[config.mk]
export PLATFORM = sky130hd
export DESIGN_NAME = rotary_encoder_button_gestures_unit
export DESIGN_NICKNAME = d
export VERILOG_FILES = /design/src/rebg_pkg.sv /design/src/rebg_quad.sv /design/src/rebg_gesture.sv /design/src/rotary_encoder_button_gestures_unit.sv
export SDC_FILE = /design/constraint.sdc
export NUM_CORES = 1
export LEC_CHECK = 0
export BUFFER_PORTS_ARGS = -buffer_cell sky130_fd_sc_hd__clkbuf_2
export CAP_MARGIN = 40
export CORE_MARGIN = 5
export CORE_UTILIZATION = 54
export DETAILED_ROUTE_END_ITERATION = 10
export HOLD_SLACK_MARGIN = 0.06
export PLACE_DENSITY = 0.9
export SLEW_MARGIN = 15
export SYNTH_ARGS = -nofsm -noshare
export SYNTH_HDL_FRONTEND = slang
export SYNTH_HIERARCHICAL = 1
export SYNTH_SLANG_ARGS = --single-unit
[constraint.sdc]
create_clock -name clk -period 9.9 [get_ports clk]
set_input_delay 0 -clock clk [delete_from_list [all_inputs] [get_ports clk]]
set_output_delay 0 -clock clk [all_outputs]
set_load 0.02 [all_outputs]
[src/rebg_pkg.sv]
`timescale 1ns / 1ps
// ----------------------------------------------------------------------------
// rebg_pkg: shared types and codes for the rotary encoder gesture unit
// Transaction payloads, gesture codes, event codes and direction codes.
// ----------------------------------------------------------------------------
package rebg_pkg;

    // tick transaction payload
    typedef struct packed {
        logic enc_clk;
        logic enc_dt;
        logic switch_n;
        logic ack_rotation;
        logic ack_button;
    } in_t;

    // result transaction payload
    typedef struct packed {
        logic signed [1:0] direction;
        logic [1:0]        button_event;
    } out_t;

    localparam int CountW = 16;
    localparam int GestW  = 3;

    localparam logic [CountW-1:0] COUNT_MAX        = 16'hFFFF;
    localparam logic [CountW-1:0] HOLD_TICKS_RESET = 16'd60;

    // gesture machine codes
    localparam logic [GestW-1:0] G_IDLE    = 3'd0;
    localparam logic [GestW-1:0] G_PRESSED = 3'd1;
    localparam logic [GestW-1:0] G_HELD    = 3'd2;
    localparam logic [GestW-1:0] G_CLICKED = 3'd3;
    localparam logic [GestW-1:0] G_DCLICK  = 3'd4;

    // button event codes
    localparam logic [1:0] EV_NONE   = 2'd0;
    localparam logic [1:0] EV_CLICK  = 2'd1;
    localparam logic [1:0] EV_DCLICK = 2'd2;
    localparam logic [1:0] EV_HELD   = 2'd3;

    // direction codes
    localparam logic signed [1:0] DIR_NONE = 2'sb00;
    localparam logic signed [1:0] DIR_POS  = 2'sb01;
    localparam logic signed [1:0] DIR_NEG  = 2'sb11;

    // register map
    localparam logic REG_HOLD_TICKS = 1'b0;

    // next values from the gesture machine
    typedef struct packed {
        logic [GestW-1:0]  gesture;
        logic [1:0]        pending_event;
        logic [CountW-1:0] tick_count;
    } gest_upd_t;

endpackage

[src/rebg_quad.sv]
`timescale 1ns / 1ps
// ----------------------------------------------------------------------------
// rebg_quad: quadrature step decoder
// Turns the previous and current pin codes into the new direction.
// ----------------------------------------------------------------------------
module rebg_quad (
    input  logic [1:0]        prev_quad,
    input  logic [1:0]        code,
    input  logic signed [1:0] last_dir,
    output logic signed [1:0] dir_next
);
    import rebg_pkg::*;

    always_comb
    begin
        dir_next = last_dir;
        if ((prev_quad == 2'd0 && code == 2'd1) || (prev_quad == 2'd3 && code == 2'd2))
        begin
            dir_next = DIR_POS;
        end
        else if ((prev_quad == 2'd1 && code == 2'd0) || (prev_quad == 2'd2 && code == 2'd3))
        begin
            dir_next = DIR_NEG;
        end
    end

endmodule

[src/rebg_gesture.sv]
`timescale 1ns / 1ps
// ----------------------------------------------------------------------------
// rebg_gesture: switch gesture machine
// Next gesture, pending event and tick count for one tick.
// ----------------------------------------------------------------------------
module rebg_gesture (
    input  logic [rebg_pkg::GestW-1:0]  gesture,
    input  logic [1:0]                  pending_event,
    input  logic [rebg_pkg::CountW-1:0] count_inc,
    input  logic [rebg_pkg::CountW-1:0] hold_ticks,
    input  logic                        pressed,
    output rebg_pkg::gest_upd_t         upd
);
    import rebg_pkg::*;

    logic timed;

    assign timed = (count_inc >= hold_ticks);

    always_comb
    begin
        upd.gesture       = gesture;
        upd.pending_event = pending_event;
        upd.tick_count    = count_inc;
        unique case (gesture)
            G_IDLE:
            begin
                if (pressed)
                begin
                    upd.tick_count = '0;
                    upd.gesture    = G_PRESSED;
                end
            end
            G_PRESSED:
            begin
                if (timed)
                begin
                    upd.gesture       = G_HELD;
                    upd.pending_event = EV_HELD;
                end
                else if (!pressed)
                begin
                    upd.gesture = G_CLICKED;
                end
            end
            G_HELD:
            begin
                if (!pressed)
                begin
                    upd.tick_count    = '0;
                    upd.gesture       = G_IDLE;
                    upd.pending_event = EV_NONE;
                end
            end
            G_CLICKED:
            begin
                // click event may be set in the same tick as a second press
                if (timed)
                begin
                    upd.gesture       = G_IDLE;
                    upd.pending_event = EV_CLICK;
                end
                if (pressed)
                begin
                    upd.gesture = G_DCLICK;
                end
            end
            G_DCLICK:
            begin
                upd.tick_count = '0;
                if (!pressed)
                begin
                    upd.gesture       = G_IDLE;
                    upd.pending_event = EV_DCLICK;
                end
            end
            default:
            begin
                upd.gesture = G_IDLE;
            end
        endcase
    end

endmodule

[src/rotary_encoder_button_gestures_unit.sv]
`timescale 1ns / 1ps
// ----------------------------------------------------------------------------
// rotary_encoder_button_gestures_unit: rotary encoder and push switch gestures
// Per-tick quadrature direction and click / double click / hold detection.
// ----------------------------------------------------------------------------
// usage
//   in channel: one transaction per sample tick carrying the encoder clock and
//   data pins, the active-low switch pin and the two read acknowledges
//   out channel: one transaction per tick with the direction and the pending
//   button event as they stand after that tick
//   latency: the result is valid in the cycle after the tick is accepted
//   throughput: one tick per cycle unless a result waits with out_stall high;
//   the result register is the single register stage after the state logic
//   stall: while a result waits with out_stall high, in_stall is raised; the
//   held result stays put and no encoder or gesture state changes
//   reset: encoder code, direction, gesture, event and tick counter clear to
//   zero / idle, hold_ticks returns to 60, the result register empties
//   config: hold_ticks at byte address 0 over the APB port, written while idle
//   acknowledges act after the tick is reported: ack_rotation clears the
//   direction, ack_button clears the event unless it is held
// ----------------------------------------------------------------------------
module rotary_encoder_button_gestures_unit (
    input  logic                clk,
    input  logic                rst_n,
    // tick channel
    input  logic                in_valid,
    output logic                in_stall,
    input  rebg_pkg::in_t       in_data,
    // result channel
    output logic                out_valid,
    input  logic                out_stall,
    output rebg_pkg::out_t      out_data,
    // configuration port
    input  logic                psel,
    input  logic                penable,
    input  logic                pwrite,
    input  logic [2:0]          paddr,
    input  logic [31:0]         pwdata,
    output logic [31:0]         prdata,
    output logic                pready
);
    import rebg_pkg::*;

    // state
    logic [CountW-1:0]  hold_ticks_reg;
    logic [1:0]         prev_quad_reg;
    logic signed [1:0]  last_dir_reg;
    logic [GestW-1:0]   gesture_reg;
    logic [1:0]         pending_event_reg;
    logic [CountW-1:0]  tick_count_reg;

    // result register
    logic               out_valid_reg;
    logic               out_valid_next;
    out_t               out_data_reg;

    logic               accept;
    logic               cfg_write;
    logic [1:0]         code;
    logic [CountW-1:0]  count_inc;
    logic signed [1:0]  dir_next;
    gest_upd_t          upd;
    out_t               result;

    // handshakes
    assign in_stall  = out_valid_reg && out_stall;
    assign accept    = in_valid && !in_stall;
    assign out_valid = out_valid_reg;
    assign out_data  = out_data_reg;

    assign pready    = 1'b1;
    assign cfg_write = psel && penable && pwrite && (paddr[2] == REG_HOLD_TICKS);
    assign prdata    = (paddr[2] == REG_HOLD_TICKS) ?
                       {{(32-CountW){1'b0}}, hold_ticks_reg} : 32'd0;

    // saturating counter steps first
    assign count_inc = (tick_count_reg != COUNT_MAX) ? tick_count_reg + 1'b1
                                                     : tick_count_reg;
    // data pin is bit 1, clock pin bit 0
    assign code = {in_data.enc_dt, in_data.enc_clk};

    rebg_quad u_quad (
        .prev_quad (prev_quad_reg),
        .code      (code),
        .last_dir  (last_dir_reg),
        .dir_next  (dir_next)
    );

    rebg_gesture u_gesture (
        .gesture       (gesture_reg),
        .pending_event (pending_event_reg),
        .count_inc     (count_inc),
        .hold_ticks    (hold_ticks_reg),
        .pressed       (!in_data.switch_n),
        .upd           (upd)
    );

    assign result.direction    = dir_next;
    assign result.button_event = upd.pending_event;

    assign out_valid_next = accept || (out_valid_reg && out_stall);

    always_ff @(posedge clk or negedge rst_n)
    begin
        if (!rst_n)
        begin
            hold_ticks_reg    <= HOLD_TICKS_RESET;
            prev_quad_reg     <= 2'd0;
            last_dir_reg      <= DIR_NONE;
            gesture_reg       <= G_IDLE;
            pending_event_reg <= EV_NONE;
            tick_count_reg    <= '0;
            out_valid_reg     <= 1'b0;
        end
        else
        begin
            out_valid_reg <= out_valid_next;
            if (cfg_write)
            begin
                hold_ticks_reg <= pwdata[CountW-1:0];
            end
            if (accept)
            begin
                prev_quad_reg  <= code;
                gesture_reg    <= upd.gesture;
                tick_count_reg <= upd.tick_count;
                // acknowledges clear after the result is captured
                last_dir_reg   <= in_data.ack_rotation ? DIR_NONE : dir_next;
                if (in_data.ack_button && upd.pending_event != EV_HELD)
                begin
                    pending_event_reg <= EV_NONE;
                end
                else
                begin
                    pending_event_reg <= upd.pending_event;
                end
            end
        end
    end

    // payload register, loads on each accepted tick
    always_ff @(posedge clk)
    begin
        if (accept)
        begin
            out_data_reg <= result;
        end
    end

endmodule

## Yosys cells after proc, flatten, opt, wreduce, memory -nomap -nowiden

Index checks and enable logic that the tools add are counted.

| storage, ports and cells | value |
|---|---|
| input port bits | 47 |
| register bits | 46 |

| cells by class | value |
|---|---|
| equal/unequal tests | 17 |
| reduce and logical (&&, ||, !) cells | 18 |
| muxes and demuxes | 18 |
| $lt $le $gt $ge | 1 |
| bitwise operators | 1 |
| add/sub/neg operators | 1 |

Operators with widths:

| operator | number |
|---|---|
| 2-to-1 mux 16 bit | 3 |
| one-hot mux 16 bit (3 select lines) | 1 |
| 2-to-1 mux 21 bit | 1 |
| adder 16 x 1 -> 16 bit (second input constant) | 1 |
| >= comparator 16 bit | 1 |
| != test 16 bit (second input constant) | 1 |
| one-hot mux 3 bit (5 select lines) | 1 |
| 2-to-1 mux 3 bit | 4 |
| logical AND 1 bit | 10 |
| 2-to-1 mux 2 bit | 5 |
| 2-to-1 mux 5 bit | 2 |
| equality test 2 bit (second input constant) | 4 |
| != test 2 bit (second input constant) | 4 |
| one-hot mux 2 bit (4 select lines) | 1 |
| equality test 3 x 2 -> 1 bit (second input constant) | 2 |
| != test 3 x 2 -> 1 bit (second input constant) | 2 |
| AND reduction 6 bit | 1 |
| equality test 2 x 1 -> 1 bit (second input constant) | 2 |
| logical NOT 2 bit | 2 |
| equality test 3 x 1 -> 1 bit (second input constant) | 1 |
| equality test 3 bit (second input constant) | 1 |
| logical NOT 3 bit | 1 |
| logical OR 1 bit | 3 |
| logical NOT 1 bit | 1 |
| inverter 1 bit | 1 |

## Depth between registers and ports, before layout

| logic depth | value |
|---|---|
| depth in word-level cells | 8 |
| depth in mapped cells | 13 |
| mapped depth without buffers | 13 |

## Hierarchy

Netlist, hierarchy kept.

Modules (own cells, without submodules):

| module | cells an instance | seq. area each (um2) | times used | area an instance (um2) |
|---|---|---|---|---|
| rotary_encoder_button_gestures_unit | 202 | 1176.1 | 1 | 2348.5 |
| rebg_gesture | 103 | 0.0 | 1 | 663.1 |
| rebg_quad | 11 | 0.0 | 1 | 75.1 |

## Worst setup path before layout

No wires, ideal clock.

| timing | value |
|---|---|
| kind | reg-to-reg |
| start | register tick_count_reg[0] |
| end | register pending_event_reg[0] |
| setup slack | 6.357 ns |
| stages on the path, launching flop included | 14 |
| path buffers | 0 |
| arrival time | 3.407 ns |
| cell sequence | dfrtp_1 -> ha_1 -> nand3_1 -> nor4_4 -> or4b_1 -> xnor2_1 -> ha_1 -> and4_1 -> nand2_1 -> or4_4 -> and3_4 -> a311o_1 -> o21ai_0 -> o21ai_0 |

RTL lines:

| item | RTL line | RTL |
|---|---|---|
| start: declaration | rotary_encoder_button_gestures_unit.sv:50 | `logic [CountW-1:0] tick_count_reg;` |
| start signal: assignment | rotary_encoder_button_gestures_unit.sv:126 | `tick_count_reg <= upd.tick_count;` |
| end signal: assignment | rotary_encoder_button_gestures_unit.sv:135 | `pending_event_reg <= upd.pending_event;` |
| end: declaration | rotary_encoder_button_gestures_unit.sv:49 | `logic [1:0] pending_event_reg;` |

==> impl_results.rst <==
.. list-table::
   :header-rows: 1

   * - Metric
     - Value
   * - VDD IR max
     - 98.87 µV
   * - Share of flip-flops with an asynchronous set or reset
     - 91.30%
   * - Clk sink count
     - 46
   * - CP endpoint kind
     - flop
   * - Total power after layout
     - 0.6437 mW
   * - Number of DRC markers in iteration 0
     - 165
   * - Number of antenna violations at the first check in global routing
     - 0
   * - Adder and majority cell fraction of the synthesized area
     - 6.891%
   * - Average cell area after synthesis
     - 9.768 µm²
   * - Summed instance area of the synthesized netlist
     - 0.003087 mm²
   * - Nature of the critical path startpoint
     - flop
   * - Simple logic cell fraction of the synthesized area
     - 20.02%
   * - Number of instances in the synthesized netlist
     - 316
   * - Maximum clock rate
     - 0.2525 GHz
   * - Min-delay worst type
     - in -> reg
   * - Compound-Gate Fraction of Synth Area
     - 8.512%
   * - Multiplexer area fraction after synthesis
     - 14.59%
   * - Number of antenna repair diodes
     - 0
   * - Routed wire length
     - 6.635 mm
   * - Cell with the biggest individual delay on the critical path
     - sky130_fd_sc_hd__nor4_4
   * - Transition time at the pin with the least slew margin
     - 0.6154 ns
   * - Worst reg2reg startpoint
     - tick_count_reg[0]$_DFFE_PN0P_
   * - Ys Warns
     - 6
   * - Die Width
     - 85.61 µm
   * - Die area
     - 0.007328 mm²
   * - Depth of the worst hold-timing path
     - 4
   * - Static Leakage
     - 1.819 nW
   * - Via count of the first global-routing pass
     - 2503
   * - Number of levels the H-tree was split into
     - 2
   * - Post-cts repair resize count
     - 0
   * - RSZ-0062 raised after global routing
     - false
   * - Worst r2r path cells
     - 13
   * - Average detailed-routed wire length per instance
     - 14.36 µm
   * - Number of buffers added to fix hold violations after cts
     - 23
   * - Post-route DRC violation count
     - 0
   * - Min-Delay Endpoint
     - tick_count_reg[11]$_DFFE_PN0P_
   * - Final Hold Violating Endpoints
     - 0
   * - Outcome
     - completed
   * - Number of placement rows
     - 27
   * - Synth area leader
     - sky130_fd_sc_hd__dfrtp_1
   * - Worst path arrival time
     - 4.18 ns
   * - Number of port buffers
     - 50
   * - Clk slew on worst S/H paths
     - 0.09 ns
   * - Global-route wire length before repair
     - 11.51 mm
   * - Synth unique cells
     - 48
   * - Largest family of logic cells by synthesized area
     - simple AND/OR/NAND/NOR gates
   * - Min cycle time layout
     - 3.960 ns
   * - Clock latency reported for the late side of the worst-skew pair
     - 0.30 ns
   * - Startpoint of the tightest hold check path
     - out_stall
   * - Number of vias after detailed routing
     - 2479
   * - I/O pin count
     - 86
   * - Max_cap viols
     - 0
   * - First-pass DRT Iterations
     - 4
   * - Highest fanout seen on the critical path
     - 8
   * - Leading cell types by total area after synthesis
     - sky130_fd_sc_hd__dfrtp_1, sky130_fd_sc_hd__mux2_2, sky130_fd_sc_hd__ha_1, sky130_fd_sc_hd__nor2b_1, sky130_fd_sc_hd__buf_4
   * - TritonCTS clock tree
     - yes
   * - Share of post-route cells with drive strength above 1
     - 27.18%
   * - Reg-to-Reg End
     - pending_event_reg[0]$_DFFE_PN0P_
   * - HPWL after detailed placement
     - 4.700 mm
   * - Total CTS buffers
     - 5
   * - Gate family responsible for the most delay along the worst path
     - simple AND/OR/NAND/NOR gates
   * - Antenna-violating nets left
     - 0
   * - Worst slew slack as a fraction of its limit
     - 58.82%
   * - GPL Wtd Cong
     - 0.8563
   * - Power density over cell area
     - 173.5 mW/mm²
   * - Clock Path Buffers
     - 2
   * - Area share of the leading cell type in the synthesized netlist
     - 30.81%
   * - Setup_tns
     - 0 ns
   * - Final count of pins violating max slew
     - 0
   * - EDFF count, synth
     - 4
   * - Die boundary height
     - 85.61 µm
   * - Total track usage
     - 19.26%
   * - Synth Register Bits
     - 46
   * - Critical path required time
     - 10.12 ns
   * - Most instantiated library cell after synthesis
     - sky130_fd_sc_hd__dfrtp_1
   * - Core region area
     - 0.005540 mm²
   * - Reg-to-reg slack, setup
     - 5.94 ns
   * - Xor and xnor area share after synthesis
     - 3.405%
   * - Worst Path Buf+Inv
     - 0
   * - Root Buffer Master
     - sky130_fd_sc_hd__clkbuf_8
   * - Flip-flop cell with the highest count after synthesis
     - sky130_fd_sc_hd__dfrtp_1
   * - Post-CTS setup buffer count
     - 0
   * - Worst path max stage delay
     - 0.57 ns
   * - Largest net degree at the start of global routing
     - 25
   * - Period utilisation layout
     - 40.00%
   * - Final nets
     - 453
   * - Proportion of synthesized chip area in sequential cells
     - 38.10%
   * - Number of setup violations in the final report
     - 0
   * - Worst clock skew
     - 0.008557 ns
   * - Critical setup path kind
     - reg -> reg
   * - Initial cell density of the core
     - 55.71%
   * - Layout Area Growth over Synthesis
     - 20.19%
   * - Cells traversed along the worst timing path
     - ha_1 -> nand3_1 -> nor4_4 -> or4b_1 -> xnor2_1 -> ha_1 -> and4_1 -> nand2_1 -> or4_4 -> a311oi_1 -> a311o_1 -> o21ai_0 -> o21ai_0
   * - Cell types with the highest counts after synthesis
     - sky130_fd_sc_hd__dfrtp_1, sky130_fd_sc_hd__mux2_2, sky130_fd_sc_hd__nor2b_1, sky130_fd_sc_hd__inv_1, sky130_fd_sc_hd__nand2_1
   * - Remaining global-route overflow
     - 0
   * - Mean number of vias per cell
     - 5.366
power breakdown:
| part | switching [mW] | leakage [nW] | internal (mW) |
|---|---|---|---|
| clock | 0.0613 | 0.0524 | 0.0756 |
| sequential | 0.0439 | 0.569 | 0.230 |
| combinational | 0.122 | 1.20 | 0.110 |
area by class of cell:
type / count / area (µm²)
Tap cell: 72 / 90.09
Clock inverter: 1 / 30.03
Multi-Input combinational cell: 235 / 1713
Fill cell: 401 / 1831
Inverter: 24 / 90.09
Sequential cell: 46 / 1176
Timing Repair Buffer: 77 / 534.3
Clock buffer: 7 / 76.32
logic make-up (layout without fill, tap and decap cells):
logic type,Yosys count,after routing
adders and majority gates,17,17
other,2,17
DFF,46,46
xor gates and xnor gates,12,12
and+or+nand+nor,106,106
AOI/OAI and AO/OA,43,43
muxes,40,40
buffers and inverters,50,109
routing by layer:
layer	wire [µm]	global-route usage (%)	vias up
li1	-	-	1204
met1	2729	22.66	1177
met2	3360	34.25	82
met3	406	3.842	16
met4	139	7.770	0
met5	0	0	-
through the flow:
stage	util [%]	std cells	hold WS [ns]	setup slack [ns]	instance area (µm²)
finish	66.96	462	0.07240	5.940	3710
global route	66.96	462	0.1120	5.539	3710
CTS	66.76	461	0.06937	5.963	3699
detailed placement	60.68	430	-0.02712	6.014	3362
global placement	59.91	427	0.2221	6.037	3319
floorplan	-	331	-0.2956	6.357	3143
cells in the final DEF (no fill, tap or decap), drive strengths merged, types with 3 or more instances in the layout:
cell	count
o21a	3
conb	17
and4	3
xor2	4
nand3	7
nor3	6
nand4	5
xnor2	8
nor2	18
dfrtp	38
buf	4
nor2b	32
ha	17
o21ai	17
a21oi	10
nand2b	5
inv	24
nand2	19
edfxtp	4
dfstp	4
clkbuf	57
dlygate4sd3	23
mux2	40
worst register-to-register path, cell delays in order (launching register included):
cell and delay, ns:
sky130_fd_sc_hd__dfrtp_1 0.45, sky130_fd_sc_hd__ha_1 0.24, sky130_fd_sc_hd__nand3_1 0.26, sky130_fd_sc_hd__nor4_4 0.57, sky130_fd_sc_hd__or4b_1 0.21, sky130_fd_sc_hd__xnor2_1 0.10
sky130_fd_sc_hd__ha_1 0.32, sky130_fd_sc_hd__and4_1 0.24, sky130_fd_sc_hd__nand2_1 0.08, sky130_fd_sc_hd__or4_4 0.51, sky130_fd_sc_hd__a311oi_1 0.42, sky130_fd_sc_hd__a311o_1 0.22
sky130_fd_sc_hd__o21ai_0 0.09, sky130_fd_sc_hd__o21ai_0 0.16
worst max path at each step:
stage | cells past startpoint | slack [ns] | startpoint | endpoint
after floorplan | 13 | 6.36 | tick_count_reg[0]$_DFFE_PN0P_ | pending_event_reg[0]$_DFFE_PN0P_
after global placement | 13 | 6.04 | tick_count_reg[0]$_DFFE_PN0P_ | pending_event_reg[0]$_DFFE_PN0P_
after detailed placement | 13 | 6.01 | tick_count_reg[0]$_DFFE_PN0P_ | pending_event_reg[0]$_DFFE_PN0P_
after CTS | 13 | 5.96 | tick_count_reg[0]$_DFFE_PN0P_ | pending_event_reg[0]$_DFFE_PN0P_
after global routing | 13 | 5.54 | tick_count_reg[0]$_DFFE_PN0P_ | pending_event_reg[0]$_DFFE_PN0P_
final | 13 | 5.94 | tick_count_reg[0]$_DFFE_PN0P_ | pending_event_reg[0]$_DFFE_PN0P_
Note: power is estimated with default switching activity, not from simulation.
